**config.mk**
```make
export PLATFORM = sky130hd
export DESIGN_NAME = hsl_to_rgb_converter_core
export DESIGN_NICKNAME = d
export VERILOG_FILES = /design/src/rtl/h2r_pkg.sv /design/src/rtl/h2r_front.sv /design/src/rtl/h2r_queue.sv /design/src/rtl/h2r_back.sv /design/src/rtl/hsl_to_rgb_converter_core.sv
export SDC_FILE = /design/constraint.sdc
export NUM_CORES = 2
export LEC_CHECK = 0
export BUFFER_PORTS_ARGS = -buffer_cell sky130_fd_sc_hd__buf_2
export CAP_MARGIN = 20
export CORE_MARGIN = 5
export CORE_UTILIZATION = 45
export CTS_CLUSTER_DIAMETER = 100
export DETAILED_ROUTE_END_ITERATION = 10
export GPL_TIMING_DRIVEN = 0
export SYNTH_ARGS = -nofsm -noshare
export SYNTH_HDL_FRONTEND = slang
export SYNTH_SLANG_ARGS = --single-unit
```
**constraint.sdc**
```tcl
create_clock -name clock -period 12.9 [get_ports clock]
set_input_delay 2.58 -clock clock [delete_from_list [all_inputs] [get_ports clock]]
set_output_delay 2.58 -clock clock [all_outputs]
set_load 0.01 [all_outputs]
```
**src/rtl/h2r_pkg.sv**
```systemverilog
// ----------------------------------------------------------------------------
// h2r_pkg
// Shared types and codes for the HSL to RGB converter: hue segment codes,
// the per-colour segment set and the status word of the front/back queue.
// ----------------------------------------------------------------------------
package h2r_pkg;

   // Hue segment in which a channel's offset hue falls
   typedef logic [1:0] seg_type;

   localparam seg_type SEG_RISE = 2'd0;  // below one sixth: ramp up from p
   localparam seg_type SEG_HIGH = 2'd1;  // below one half: flat at q
   localparam seg_type SEG_FALL = 2'd2;  // below two thirds: ramp down to p
   localparam seg_type SEG_LOW  = 2'd3;  // rest of the turn: flat at p

   typedef struct packed {
      seg_type red;
      seg_type green;
      seg_type blue;
   } seg_set_type;

   typedef struct packed {
      logic full;
      logic not_empty;
   } queue_stat_type;

   localparam int SEG_SET_W = $bits(seg_set_type);

   // Output scale: channels span 0 to 0xFF
   localparam int BYTE_W = 8;

endpackage

```
**src/rtl/h2r_front.sv**
```systemverilog
// ----------------------------------------------------------------------------
// h2r_front
// Takes one colour word, clamps saturation and lightness, wraps the hue,
// forms the three channel hue offsets, classifies each into its segment and
// precomputes the slope factor. Holds the word until the queue takes it.
// ----------------------------------------------------------------------------
module h2r_front #(
   parameter int FRAC_BITS = 16,
   localparam int ENTRY_W = h2r_pkg::SEG_SET_W + 3 * (FRAC_BITS + 3) + 2 * (FRAC_BITS + 1)
) (
   input  logic               clock,
   input  logic               reset,
   input  logic               start,
   output logic               busy,
   input  logic [31:0]        req_hue,
   input  logic [17:0]        req_saturation,
   input  logic [17:0]        req_lightness,
   input  logic               queue_full,
   output logic               push,
   output logic [ENTRY_W-1:0] push_data
);
   import h2r_pkg::*;

   localparam int F      = FRAC_BITS;
   localparam int W      = F + 1;
   localparam int FW     = F + 3;
   localparam int CW     = (W > 17) ? W : 17;
   localparam int ONE_I  = 1 << F;
   localparam int HALF_I = ONE_I / 2;
   localparam int SIXTH_I = (ONE_I + 3) / 6;
   localparam int THIRD_I = (ONE_I + 1) / 3;
   localparam int TT_I    = (2 * ONE_I + 1) / 3;

   logic               valid_ff, valid_in;
   logic [ENTRY_W-1:0] data_ff, data_in;
   logic               accept;

   logic [F-1:0]  hue_g, hue_r, hue_b;
   logic [W-1:0]  sat_c, light_c;
   logic [CW-1:0] sat_w, light_w;
   seg_set_type   segs;
   logic [FW-1:0] fac_r, fac_g, fac_b;

   function automatic seg_type classify(input logic [F-1:0] t);
      seg_type sg;
      if (t < F'(SIXTH_I)) begin
         sg = SEG_RISE;
      end else if (t < F'(HALF_I)) begin
         sg = SEG_HIGH;
      end else if (t < F'(TT_I)) begin
         sg = SEG_FALL;
      end else begin
         sg = SEG_LOW;
      end
      return sg;
   endfunction

   // Six times the distance into the ramp; zero on the flat segments
   function automatic logic [FW-1:0] slope(input logic [F-1:0] t, input seg_type sg);
      logic [FW-1:0] x;
      case (sg)
         SEG_RISE: begin
            x = FW'(t);
         end
         SEG_FALL: begin
            x = FW'(F'(TT_I) - t);
         end
         default: begin
            x = '0;
         end
      endcase
      return (x << 2) + (x << 1);
   endfunction

   always_comb begin
      sat_w   = CW'(req_saturation[16:0]);
      light_w = CW'(req_lightness[16:0]);
      // drop negatives to zero, cap at one
      sat_c   = req_saturation[17] ? '0 :
                (sat_w > CW'(ONE_I)) ? W'(ONE_I) : W'(sat_w);
      light_c = req_lightness[17] ? '0 :
                (light_w > CW'(ONE_I)) ? W'(ONE_I) : W'(light_w);

      hue_g = req_hue[F-1:0];
      hue_r = hue_g + F'(THIRD_I);
      hue_b = hue_g + F'(ONE_I - THIRD_I);

      segs.red   = classify(hue_r);
      segs.green = classify(hue_g);
      segs.blue  = classify(hue_b);

      fac_r = slope(hue_r, segs.red);
      fac_g = slope(hue_g, segs.green);
      fac_b = slope(hue_b, segs.blue);
   end

   assign busy   = valid_ff & queue_full;
   assign accept = start & ~busy;
   assign push   = valid_ff & ~queue_full;

   always_comb begin
      valid_in = valid_ff;
      data_in  = data_ff;
      if (accept) begin
         valid_in = 1'b1;
         data_in  = {segs, fac_r, fac_g, fac_b, sat_c, light_c};
      end else if (push) begin
         valid_in = 1'b0;
      end
   end

   always_ff @(posedge clock) begin
      if (reset) begin
         valid_ff <= 1'b0;
      end else begin
         valid_ff <= valid_in;
      end
      data_ff <= data_in;
   end

   assign push_data = data_ff;

endmodule

```
**src/rtl/h2r_queue.sv**
```systemverilog
// ----------------------------------------------------------------------------
// h2r_queue
// Two-word queue between the front and the back so that each side can
// stall on its own.
// ----------------------------------------------------------------------------
module h2r_queue #(
   parameter int DATA_W = 8
) (
   input  logic                    clock,
   input  logic                    reset,
   input  logic                    push,
   input  logic [DATA_W-1:0]       push_data,
   input  logic                    pop,
   output logic [DATA_W-1:0]       pop_data,
   output h2r_pkg::queue_stat_type stat
);
   import h2r_pkg::*;

   localparam int DEPTH = 2;
   localparam int PTR_W = $clog2(DEPTH);
   localparam int CNT_W = $clog2(DEPTH + 1);

   logic [DATA_W-1:0] mem_ff [DEPTH];
   logic [PTR_W-1:0]  wr_ptr_ff, wr_ptr_in;
   logic [PTR_W-1:0]  rd_ptr_ff, rd_ptr_in;
   logic [CNT_W-1:0]  count_ff, count_in;
   logic              do_push, do_pop;

   assign stat.full      = (count_ff == CNT_W'(DEPTH));
   assign stat.not_empty = (count_ff != '0);
   assign do_push        = push & ~stat.full;
   assign do_pop         = pop & stat.not_empty;

   always_comb begin
      wr_ptr_in = do_push ? wr_ptr_ff + PTR_W'(1) : wr_ptr_ff;
      rd_ptr_in = do_pop ? rd_ptr_ff + PTR_W'(1) : rd_ptr_ff;
      count_in  = count_ff;
      if (do_push && !do_pop) begin
         count_in = count_ff + CNT_W'(1);
      end else if (do_pop && !do_push) begin
         count_in = count_ff - CNT_W'(1);
      end
   end

   always_ff @(posedge clock) begin
      if (reset) begin
         wr_ptr_ff <= '0;
         rd_ptr_ff <= '0;
         count_ff  <= '0;
      end else begin
         wr_ptr_ff <= wr_ptr_in;
         rd_ptr_ff <= rd_ptr_in;
         count_ff  <= count_in;
      end
      if (do_push) begin
         mem_ff[wr_ptr_ff] <= push_data;
      end
   end

   assign pop_data = mem_ff[rd_ptr_ff];

endmodule

```
**src/rtl/h2r_back.sv**
```systemverilog
// ----------------------------------------------------------------------------
// h2r_back
// Six-stage pipeline: l*s, q, p, slope products, segment select with
// saturation, and rounding to eight bits. Never stalls.
// ----------------------------------------------------------------------------
module h2r_back #(
   parameter int FRAC_BITS = 16,
   localparam int ENTRY_W = h2r_pkg::SEG_SET_W + 3 * (FRAC_BITS + 3) + 2 * (FRAC_BITS + 1)
) (
   input  logic                       clock,
   input  logic                       reset,
   input  logic                       entry_valid,
   input  logic [ENTRY_W-1:0]         entry,
   output logic                       rsp_valid,
   output logic [h2r_pkg::BYTE_W-1:0] rsp_red,
   output logic [h2r_pkg::BYTE_W-1:0] rsp_green,
   output logic [h2r_pkg::BYTE_W-1:0] rsp_blue
);
   import h2r_pkg::*;

   localparam int F      = FRAC_BITS;
   localparam int W      = F + 1;
   localparam int FW     = F + 3;
   localparam int SW     = W + 3;
   localparam int BW     = W + 9;
   localparam int STAGES = 6;
   localparam int ONE_I  = 1 << F;
   localparam int HALF_I = ONE_I / 2;
   localparam logic [W-1:0] ONE = W'(ONE_I);

   // lane 2 red, lane 1 green, lane 0 blue
   seg_set_type         e_seg;
   logic [2:0][FW-1:0]  e_fac;
   logic [W-1:0]        e_s, e_l;
   seg_type [2:0]       e_lane_seg;

   logic [STAGES-1:0]   vld_ff, vld_in;

   // stage 1
   logic [2*W-1:0]      ls_prod;
   logic [W-1:0]        ls1_ff, ls1_in, l1_ff, s1_ff;
   logic [2:0][FW-1:0]  fac1_ff;
   seg_type [2:0]       seg1_ff;
   // stage 2
   logic [W:0]          q_raw;
   logic [W-1:0]        q2_ff, q2_in, l2_ff;
   logic [2:0][FW-1:0]  fac2_ff;
   seg_type [2:0]       seg2_ff;
   // stage 3
   logic [W:0]          l_dbl, p_raw;
   logic [W-1:0]        p3_ff, p3_in, q3_ff;
   logic [2:0][FW-1:0]  fac3_ff;
   seg_type [2:0]       seg3_ff;
   // stage 4
   logic [W-1:0]        diff;
   logic [2:0][W+FW-1:0] prod;
   logic [2:0][SW-1:0]  sh4_ff, sh4_in;
   logic [W-1:0]        p4_ff, q4_ff;
   seg_type [2:0]       seg4_ff;
   // stage 5
   logic [2:0][SW:0]    pick;
   logic [2:0][W-1:0]  c5_ff, c5_in;
   // stage 6
   logic [2:0][BW-1:0]  scaled;
   logic [2:0][BYTE_W-1:0] byte_ff, byte_in;

   assign {e_seg, e_fac, e_s, e_l} = entry;
   assign e_lane_seg = {e_seg.red, e_seg.green, e_seg.blue};

   assign vld_in = {vld_ff[STAGES-2:0], entry_valid};

   always_comb begin
      ls_prod = (2 * W)'(e_l) * (2 * W)'(e_s);
      ls1_in  = W'(ls_prod >> F);

      // ls never exceeds l or s, so the upper branch cannot go negative
      if (l1_ff < W'(HALF_I)) begin
         q_raw = (W + 1)'(l1_ff) + (W + 1)'(ls1_ff);
      end else begin
         q_raw = (W + 1)'(l1_ff) + (W + 1)'(s1_ff) - (W + 1)'(ls1_ff);
      end
      q2_in = (q_raw > (W + 1)'(ONE)) ? ONE : W'(q_raw);

      l_dbl = (W + 1)'(l2_ff) << 1;
      p_raw = (l_dbl > (W + 1)'(q2_ff)) ? l_dbl - (W + 1)'(q2_ff) : '0;
      p3_in = (p_raw > (W + 1)'(q2_ff)) ? q2_ff : W'(p_raw);

      diff = q3_ff - p3_ff;
      for (int i = 0; i < 3; i++) begin
         prod[i]   = (W + FW)'(diff) * (W + FW)'(fac3_ff[i]);
         sh4_in[i] = SW'(prod[i] >> F);
      end

      for (int i = 0; i < 3; i++) begin
         case (seg4_ff[i])
            SEG_RISE, SEG_FALL: begin
               pick[i] = (SW + 1)'(p4_ff) + (SW + 1)'(sh4_ff[i]);
            end
            SEG_HIGH: begin
               pick[i] = (SW + 1)'(q4_ff);
            end
            default: begin
               pick[i] = (SW + 1)'(p4_ff);
            end
         endcase
         // cap the small overshoot left by rounded thresholds
         c5_in[i] = (pick[i] > (SW + 1)'(ONE)) ? ONE : W'(pick[i]);
      end

      for (int i = 0; i < 3; i++) begin
         scaled[i]  = ((BW'(c5_ff[i]) << 8) - BW'(c5_ff[i]) + BW'(HALF_I)) >> F;
         byte_in[i] = BYTE_W'(scaled[i]);
      end
   end

   always_ff @(posedge clock) begin
      if (reset) begin
         vld_ff <= '0;
      end else begin
         vld_ff <= vld_in;
      end
      ls1_ff  <= ls1_in;
      l1_ff   <= e_l;
      s1_ff   <= e_s;
      fac1_ff <= e_fac;
      seg1_ff <= e_lane_seg;

      q2_ff   <= q2_in;
      l2_ff   <= l1_ff;
      fac2_ff <= fac1_ff;
      seg2_ff <= seg1_ff;

      p3_ff   <= p3_in;
      q3_ff   <= q2_ff;
      fac3_ff <= fac2_ff;
      seg3_ff <= seg2_ff;

      sh4_ff  <= sh4_in;
      p4_ff   <= p3_ff;
      q4_ff   <= q3_ff;
      seg4_ff <= seg3_ff;

      c5_ff   <= c5_in;
      byte_ff <= byte_in;
   end

   assign rsp_valid = vld_ff[STAGES-1];
   assign rsp_red   = byte_ff[2];
   assign rsp_green = byte_ff[1];
   assign rsp_blue  = byte_ff[0];

endmodule

```
**src/rtl/hsl_to_rgb_converter_core.sv**
```systemverilog
// ----------------------------------------------------------------------------
// hsl_to_rgb_converter_core
// Path: an accepted colour is held in the front word, passes the queue and the six back stages, then strobes rsp_valid.
// Throughput: one colour per cycle; the six-stage back pipeline drains the
// queue every cycle, so busy stays low in operation.
// Reset: synchronous; clears the front word, the queue pointers and all
// pipeline valid bits. The receiver cannot stall results.
// ----------------------------------------------------------------------------
module hsl_to_rgb_converter_core #(
   parameter int FRAC_BITS = 16
) (
   input  logic                       clock,
   input  logic                       reset,
   input  logic                       start,
   output logic                       busy,
   input  logic [31:0]                req_hue,
   input  logic [17:0]                req_saturation,
   input  logic [17:0]                req_lightness,
   output logic                       rsp_valid,
   output logic [h2r_pkg::BYTE_W-1:0] rsp_red,
   output logic [h2r_pkg::BYTE_W-1:0] rsp_green,
   output logic [h2r_pkg::BYTE_W-1:0] rsp_blue
);
   import h2r_pkg::*;

   localparam int ENTRY_W = SEG_SET_W + 3 * (FRAC_BITS + 3) + 2 * (FRAC_BITS + 1);

   logic               push;
   logic [ENTRY_W-1:0] push_data;
   logic [ENTRY_W-1:0] pop_data;
   logic               pop;
   queue_stat_type     qst;

   h2r_front #(
      .FRAC_BITS(FRAC_BITS)
   ) u_front (
      .clock         (clock),
      .reset         (reset),
      .start         (start),
      .busy          (busy),
      .req_hue       (req_hue),
      .req_saturation(req_saturation),
      .req_lightness (req_lightness),
      .queue_full    (qst.full),
      .push          (push),
      .push_data     (push_data)
   );

   h2r_queue #(
      .DATA_W(ENTRY_W)
   ) u_queue (
      .clock    (clock),
      .reset    (reset),
      .push     (push),
      .push_data(push_data),
      .pop      (pop),
      .pop_data (pop_data),
      .stat     (qst)
   );

   // back end never stalls: take a word whenever one is waiting
   assign pop = qst.not_empty;

   h2r_back #(
      .FRAC_BITS(FRAC_BITS)
   ) u_back (
      .clock      (clock),
      .reset      (reset),
      .entry_valid(pop),
      .entry      (pop_data),
      .rsp_valid  (rsp_valid),
      .rsp_red    (rsp_red),
      .rsp_green  (rsp_green),
      .rsp_blue   (rsp_blue)
   );

   a_pipe_latency: assert property (@(posedge clock) disable iff (reset)
      pop |-> ##6 rsp_valid)
      else $error("word taken from queue did not reach the result strobe");

   a_front_moves: assert property (@(posedge clock) disable iff (reset)
      (start && !busy) |=> (push || busy))
      else $error("accepted word neither pushed nor held");

   a_front_holds: assert property (@(posedge clock) disable iff (reset)
      busy |=> $stable(push_data))
      else $error("front word changed while busy");

   a_queue_drains: assert property (@(posedge clock) disable iff (reset)
      !qst.full)
      else $error("queue filled although the back end drains every cycle");

endmodule
```
==> summary by stage <==
Run status
The run finished with clean final reports.

Clock tree
The number of setup buffers added after CTS is 0. The number of clock buffers added by TritonCTS is 83. After clock tree synthesis, the flow added hold-fix buffers numbering 0.

In this run, post-CTS repair resized a total of 0 instances. The number of H-tree levels is 3. In this run the deepest clock path goes through 3 buffers. Clock-pin slew was measured on the worst setup and hold paths at 60 ps. The clock tree root driver cell is sky130_fd_sc_hd__clkbuf_16. At the later pin of the worst-skew pair, clock insertion delay measures 700 ps. TritonCTS built the clock tree. Counting every sink on the clock net gives 768.

Layout
In the layout the commonest cells are sky130_fd_sc_hd__inv_1, sky130_fd_sc_hd__fa_1, sky130_fd_sc_hd__nand2_1. In the final layout, flip-flops and latches occupy 18200 sq um. Of the cells placed in the final design, the portion with a size suffix greater than 1 is 5.07%. The area of the multi-input gates is 46500 sq um. The number of nets in the layout is 9141.

The number of fill cells in the layout is 14612. The most common cell after layout, fill and taps aside is sky130_fd_sc_hd__inv_1. The synthesis-to-finish area growth is 9.00%.

The core occupancy in the finished layout is 49.4%.

Die
97 I/O pins were placed. The core box area is 156000 sq um. In this run the core area contains 145 standard-cell rows. The die extent in y is 407 um. The floorplan step defined a die boundary enclosing 165000 sq um. The initial core utilization is 45.3%. The die is 407 um wide.

Timing
The upper clock frequency limit is 0.0945 GHz. The clock period could shrink to 10580 ps. On the final layout, the worst hold slack is 322 ps. The worst clock skew is 48.5 ps.

The count of final hold-check violations is 0. Adding up every negative setup slack in the final design gives 0 ps. Setup repair after global routing left no endpoint under its margin. The worst path uses 82.0% of the clock period. The worst relative slew slack is 27.4%. For the pin with the worst max-slew slack, the measured transition is 1090 ps. Setup violations remaining at the end of the flow were counted as 0. The total count of max-transition violations in the final report was 0.

Worst hold path
The class of the worst hold path is reg2reg. The worst hold path passes through 0 cells. The worst hold endpoint is u_back.seg2_ff[1]. The worst hold path startpoint is u_back.seg1_ff[1].

Detailed routing
The remaining antenna violation count after routing is 0. The final layout contains routed wiring with a total length of 186000 um. In the final routed layout, each cell accounts on average for 19.4 um.

The detail-routed via count per cell is 5.20. The total via count in the routed design is 49650. The first detailed-routing pass took 6 iterations. The DRC violation total after the first TritonRoute iteration is 3141. For this run, design rule violations remaining after detail routing come to 0.

Global routing
Entering global routing, the biggest net connects 55 pins. The initial antenna violation count is 7. The total overflow left after global routing is 0. The overall track demand over capacity in global routing is 23.0%. The first global-routing pass estimated 296000 um of wire. The number of global-route vias before repair came to 52316.

Critical path
The worst register-to-register path has a depth of 35. Data on the critical path is required at its endpoint by 13480 ps. The standard cell with the maximum stage delay on the critical path is sky130_fd_sc_hd__nand3_1.

The class of the most critical setup path is reg2reg. In this run the critical register-to-register path is captured at u_back.sh4_ff[18]. STA classifies the critical path endpoint as a flip-flop. The critical path's largest stage delay is 790 ps.

Data on the critical path arrives at its endpoint at 11160 ps. Of all nets on the critical path, the largest fanout is 10. The critical register-to-register path startpoint is u_back.p3_ff[1].

The worst-case register-to-register setup slack is 2320 ps. The critical path startpoint category is a flip-flop. The most critical setup path has its startpoint at u_back.p3_ff[1].

Synthesis
The synthesized netlist occupies a cell area of 70800 sq um. Synthesis handed over a netlist of 7239 instances. The number of synthesized flops with an enable pin is 282. The total number of yosys warnings is 0.

The count of distinct cell types in the synthesized netlist is 93. Of all flip-flops after synthesis, the portion carrying an async set or reset was 0%. The number of register bits inferred by synthesis is 768.

Among all flip-flop cells after synthesis, the most frequent one is sky130_fd_sc_hd__dfxtp_1. The average cell area after synthesis is 9.78 sq um. The sequential-to-total area share from yosys stat is 25.7%.

Placed design
In this run the tool buffered the top-level ports with 74 buffer cells. The congestion estimate from routability-driven global placement came to 0.936. The detailed-placement wirelength estimate is 152000 um.

Run
The count of max-cap constraint violations is 0.
[registers in the layout, indices dropped and copies added (netlist names), 17 cells and up, named ones only]
signal / cells
u_back.q2_ff: 17
u_front.push_data: 94
u_back.sh4_ff: 60
u_back.fac2_ff: 54
u_back.l2_ff: 17
u_queue.mem_ff: 188
u_back.p4_ff: 17
u_back.l1_ff: 17
u_back.q4_ff: 17
u_back.fac1_ff: 54
u_back.fac3_ff: 54
u_back.s1_ff: 17
u_back.c5_ff: 51
u_back.q3_ff: 17
u_back.p3_ff: 17
u_back.ls1_ff: 17
[metrics by stage]
stage / instances / setup WS, ps / cell area, sq um
6_report: 9551 / 2320 / 77200
3_5_place_dp: 9395 / 2430 / 74300
3_3_place_gp: 9376 / 2090 / 73800
2_1_floorplan: 7244 / 4670 / 70800
4_1_cts: 9549 / 2290 / 77200
5_1_grt: 9549 / 1690 / 77200
[cell families after synthesis]
group / Yosys count / share of synthesized area (%)
AO/OA/AOI/OAI: 784 / 7.44
adder cells (fa/ha/maj): 1648 / 39.3
other: 1 / 0.00530
XOR/XNOR: 256 / 3.18
AND/OR/NAND/NOR: 1990 / 13.3
flip-flops: 768 / 25.7
buffers and inverters: 1636 / 8.72
multiplexers: 156 / 2.36
[area by class of cell]
class / instances / area share, %
clock inverters: 40 / 0.723
inverters: 1390 / 6.76
plain buffers: 246 / 1.24
multi-input cells: 4840 / 60.3
well taps: 2058 / 3.34
flip-flops and latches: 768 / 23.6
repair buffers: 93 / 0.987
diodes: 2 / 0.00648
clock buffers: 114 / 3.07
[per-layer routing]
| layer | vias up | part of all wire, % | global-route usage, % |
|---|---|---|---|
| li1 | 23229 | - | - |
| met1 | 24691 | 45 | 31.9 |
| met2 | 1413 | 46 | 36.9 |
| met3 | 313 | 6.4 | 4.10 |
| met4 | 4 | 3.3 | 7.00 |
| met5 | - | 0.020 | 0 |
[synth_stat cells, types with 10 or more instances]
cell type | number | area share (%)
sky130_fd_sc_hd__nor4_1 | 25 | 0.22
sky130_fd_sc_hd__nand3_1 | 65 | 0.46
sky130_fd_sc_hd__o21ai_1 | 10 | 0.071
sky130_fd_sc_hd__and2_1 | 353 | 3.1
sky130_fd_sc_hd__nand2_1 | 861 | 4.6
sky130_fd_sc_hd__clkbuf_1 | 206 | 1.1
sky130_fd_sc_hd__and3_1 | 32 | 0.28
sky130_fd_sc_hd__nand4_1 | 20 | 0.18
sky130_fd_sc_hd__o21ai_0 | 161 | 1.1
sky130_fd_sc_hd__buf_1 | 25 | 0.13
sky130_fd_sc_hd__a21boi_0 | 10 | 0.11
sky130_fd_sc_hd__nor2_1 | 303 | 1.6
sky130_fd_sc_hd__edfxtp_1 | 282 | 12
sky130_fd_sc_hd__a21oi_1 | 188 | 1.3
sky130_fd_sc_hd__a211o_1 | 11 | 0.14
sky130_fd_sc_hd__a21o_1 | 91 | 0.96
sky130_fd_sc_hd__a31oi_1 | 18 | 0.16
sky130_fd_sc_hd__fa_1 | 958 | 27
sky130_fd_sc_hd__xnor2_1 | 185 | 2.3
sky130_fd_sc_hd__nor3_1 | 79 | 0.56
sky130_fd_sc_hd__o211ai_1 | 21 | 0.22
sky130_fd_sc_hd__o21a_1 | 54 | 0.57
sky130_fd_sc_hd__ha_1 | 690 | 12
sky130_fd_sc_hd__nor2b_1 | 72 | 0.64
sky130_fd_sc_hd__a2111oi_0 | 12 | 0.15
sky130_fd_sc_hd__o21bai_1 | 26 | 0.28
sky130_fd_sc_hd__buf_2 | 11 | 0.078
sky130_fd_sc_hd__nand2b_1 | 114 | 1.0
sky130_fd_sc_hd__o31ai_1 | 13 | 0.14
sky130_fd_sc_hd__inv_1 | 1386 | 7.3
sky130_fd_sc_hd__mux2i_1 | 68 | 0.96
sky130_fd_sc_hd__a311oi_1 | 12 | 0.15
sky130_fd_sc_hd__mux2_2 | 88 | 1.4
sky130_fd_sc_hd__a211oi_1 | 34 | 0.36
sky130_fd_sc_hd__a22o_1 | 23 | 0.28
sky130_fd_sc_hd__xor2_1 | 70 | 0.87
sky130_fd_sc_hd__or3_1 | 17 | 0.15
sky130_fd_sc_hd__dfxtp_1 | 486 | 14
[worst max-delay path, delay by kind of cell, from the launching register on]
| family | cells | cell delay [ps] |
|---|---|---|
| AO/OA/AOI/OAI | 13 | 3390 |
| XOR/XNOR | 1 | 150 |
| adder cells (fa/ha/maj) | 8 | 3640 |
| buffers and inverters | 7 | 1090 |
| flip-flops | 1 | 400 |
| AND/OR/NAND/NOR | 6 | 1790 |
[worst max-delay path by stage]
stage	end	slack, ps
2_1_floorplan	u_back.sh4_ff[13]	4670
3_3_place_gp	u_back.sh4_ff[18]	2090
3_5_place_dp	u_back.sh4_ff[18]	2430
4_1_cts	u_back.sh4_ff[18]	2290
5_1_grt	u_back.sh4_ff[18]	1690
6_report	u_back.sh4_ff[18]	2320
Power is not shown: default switching activity piles up to over one toggle a cycle in this logic, so the estimate is an artifact.
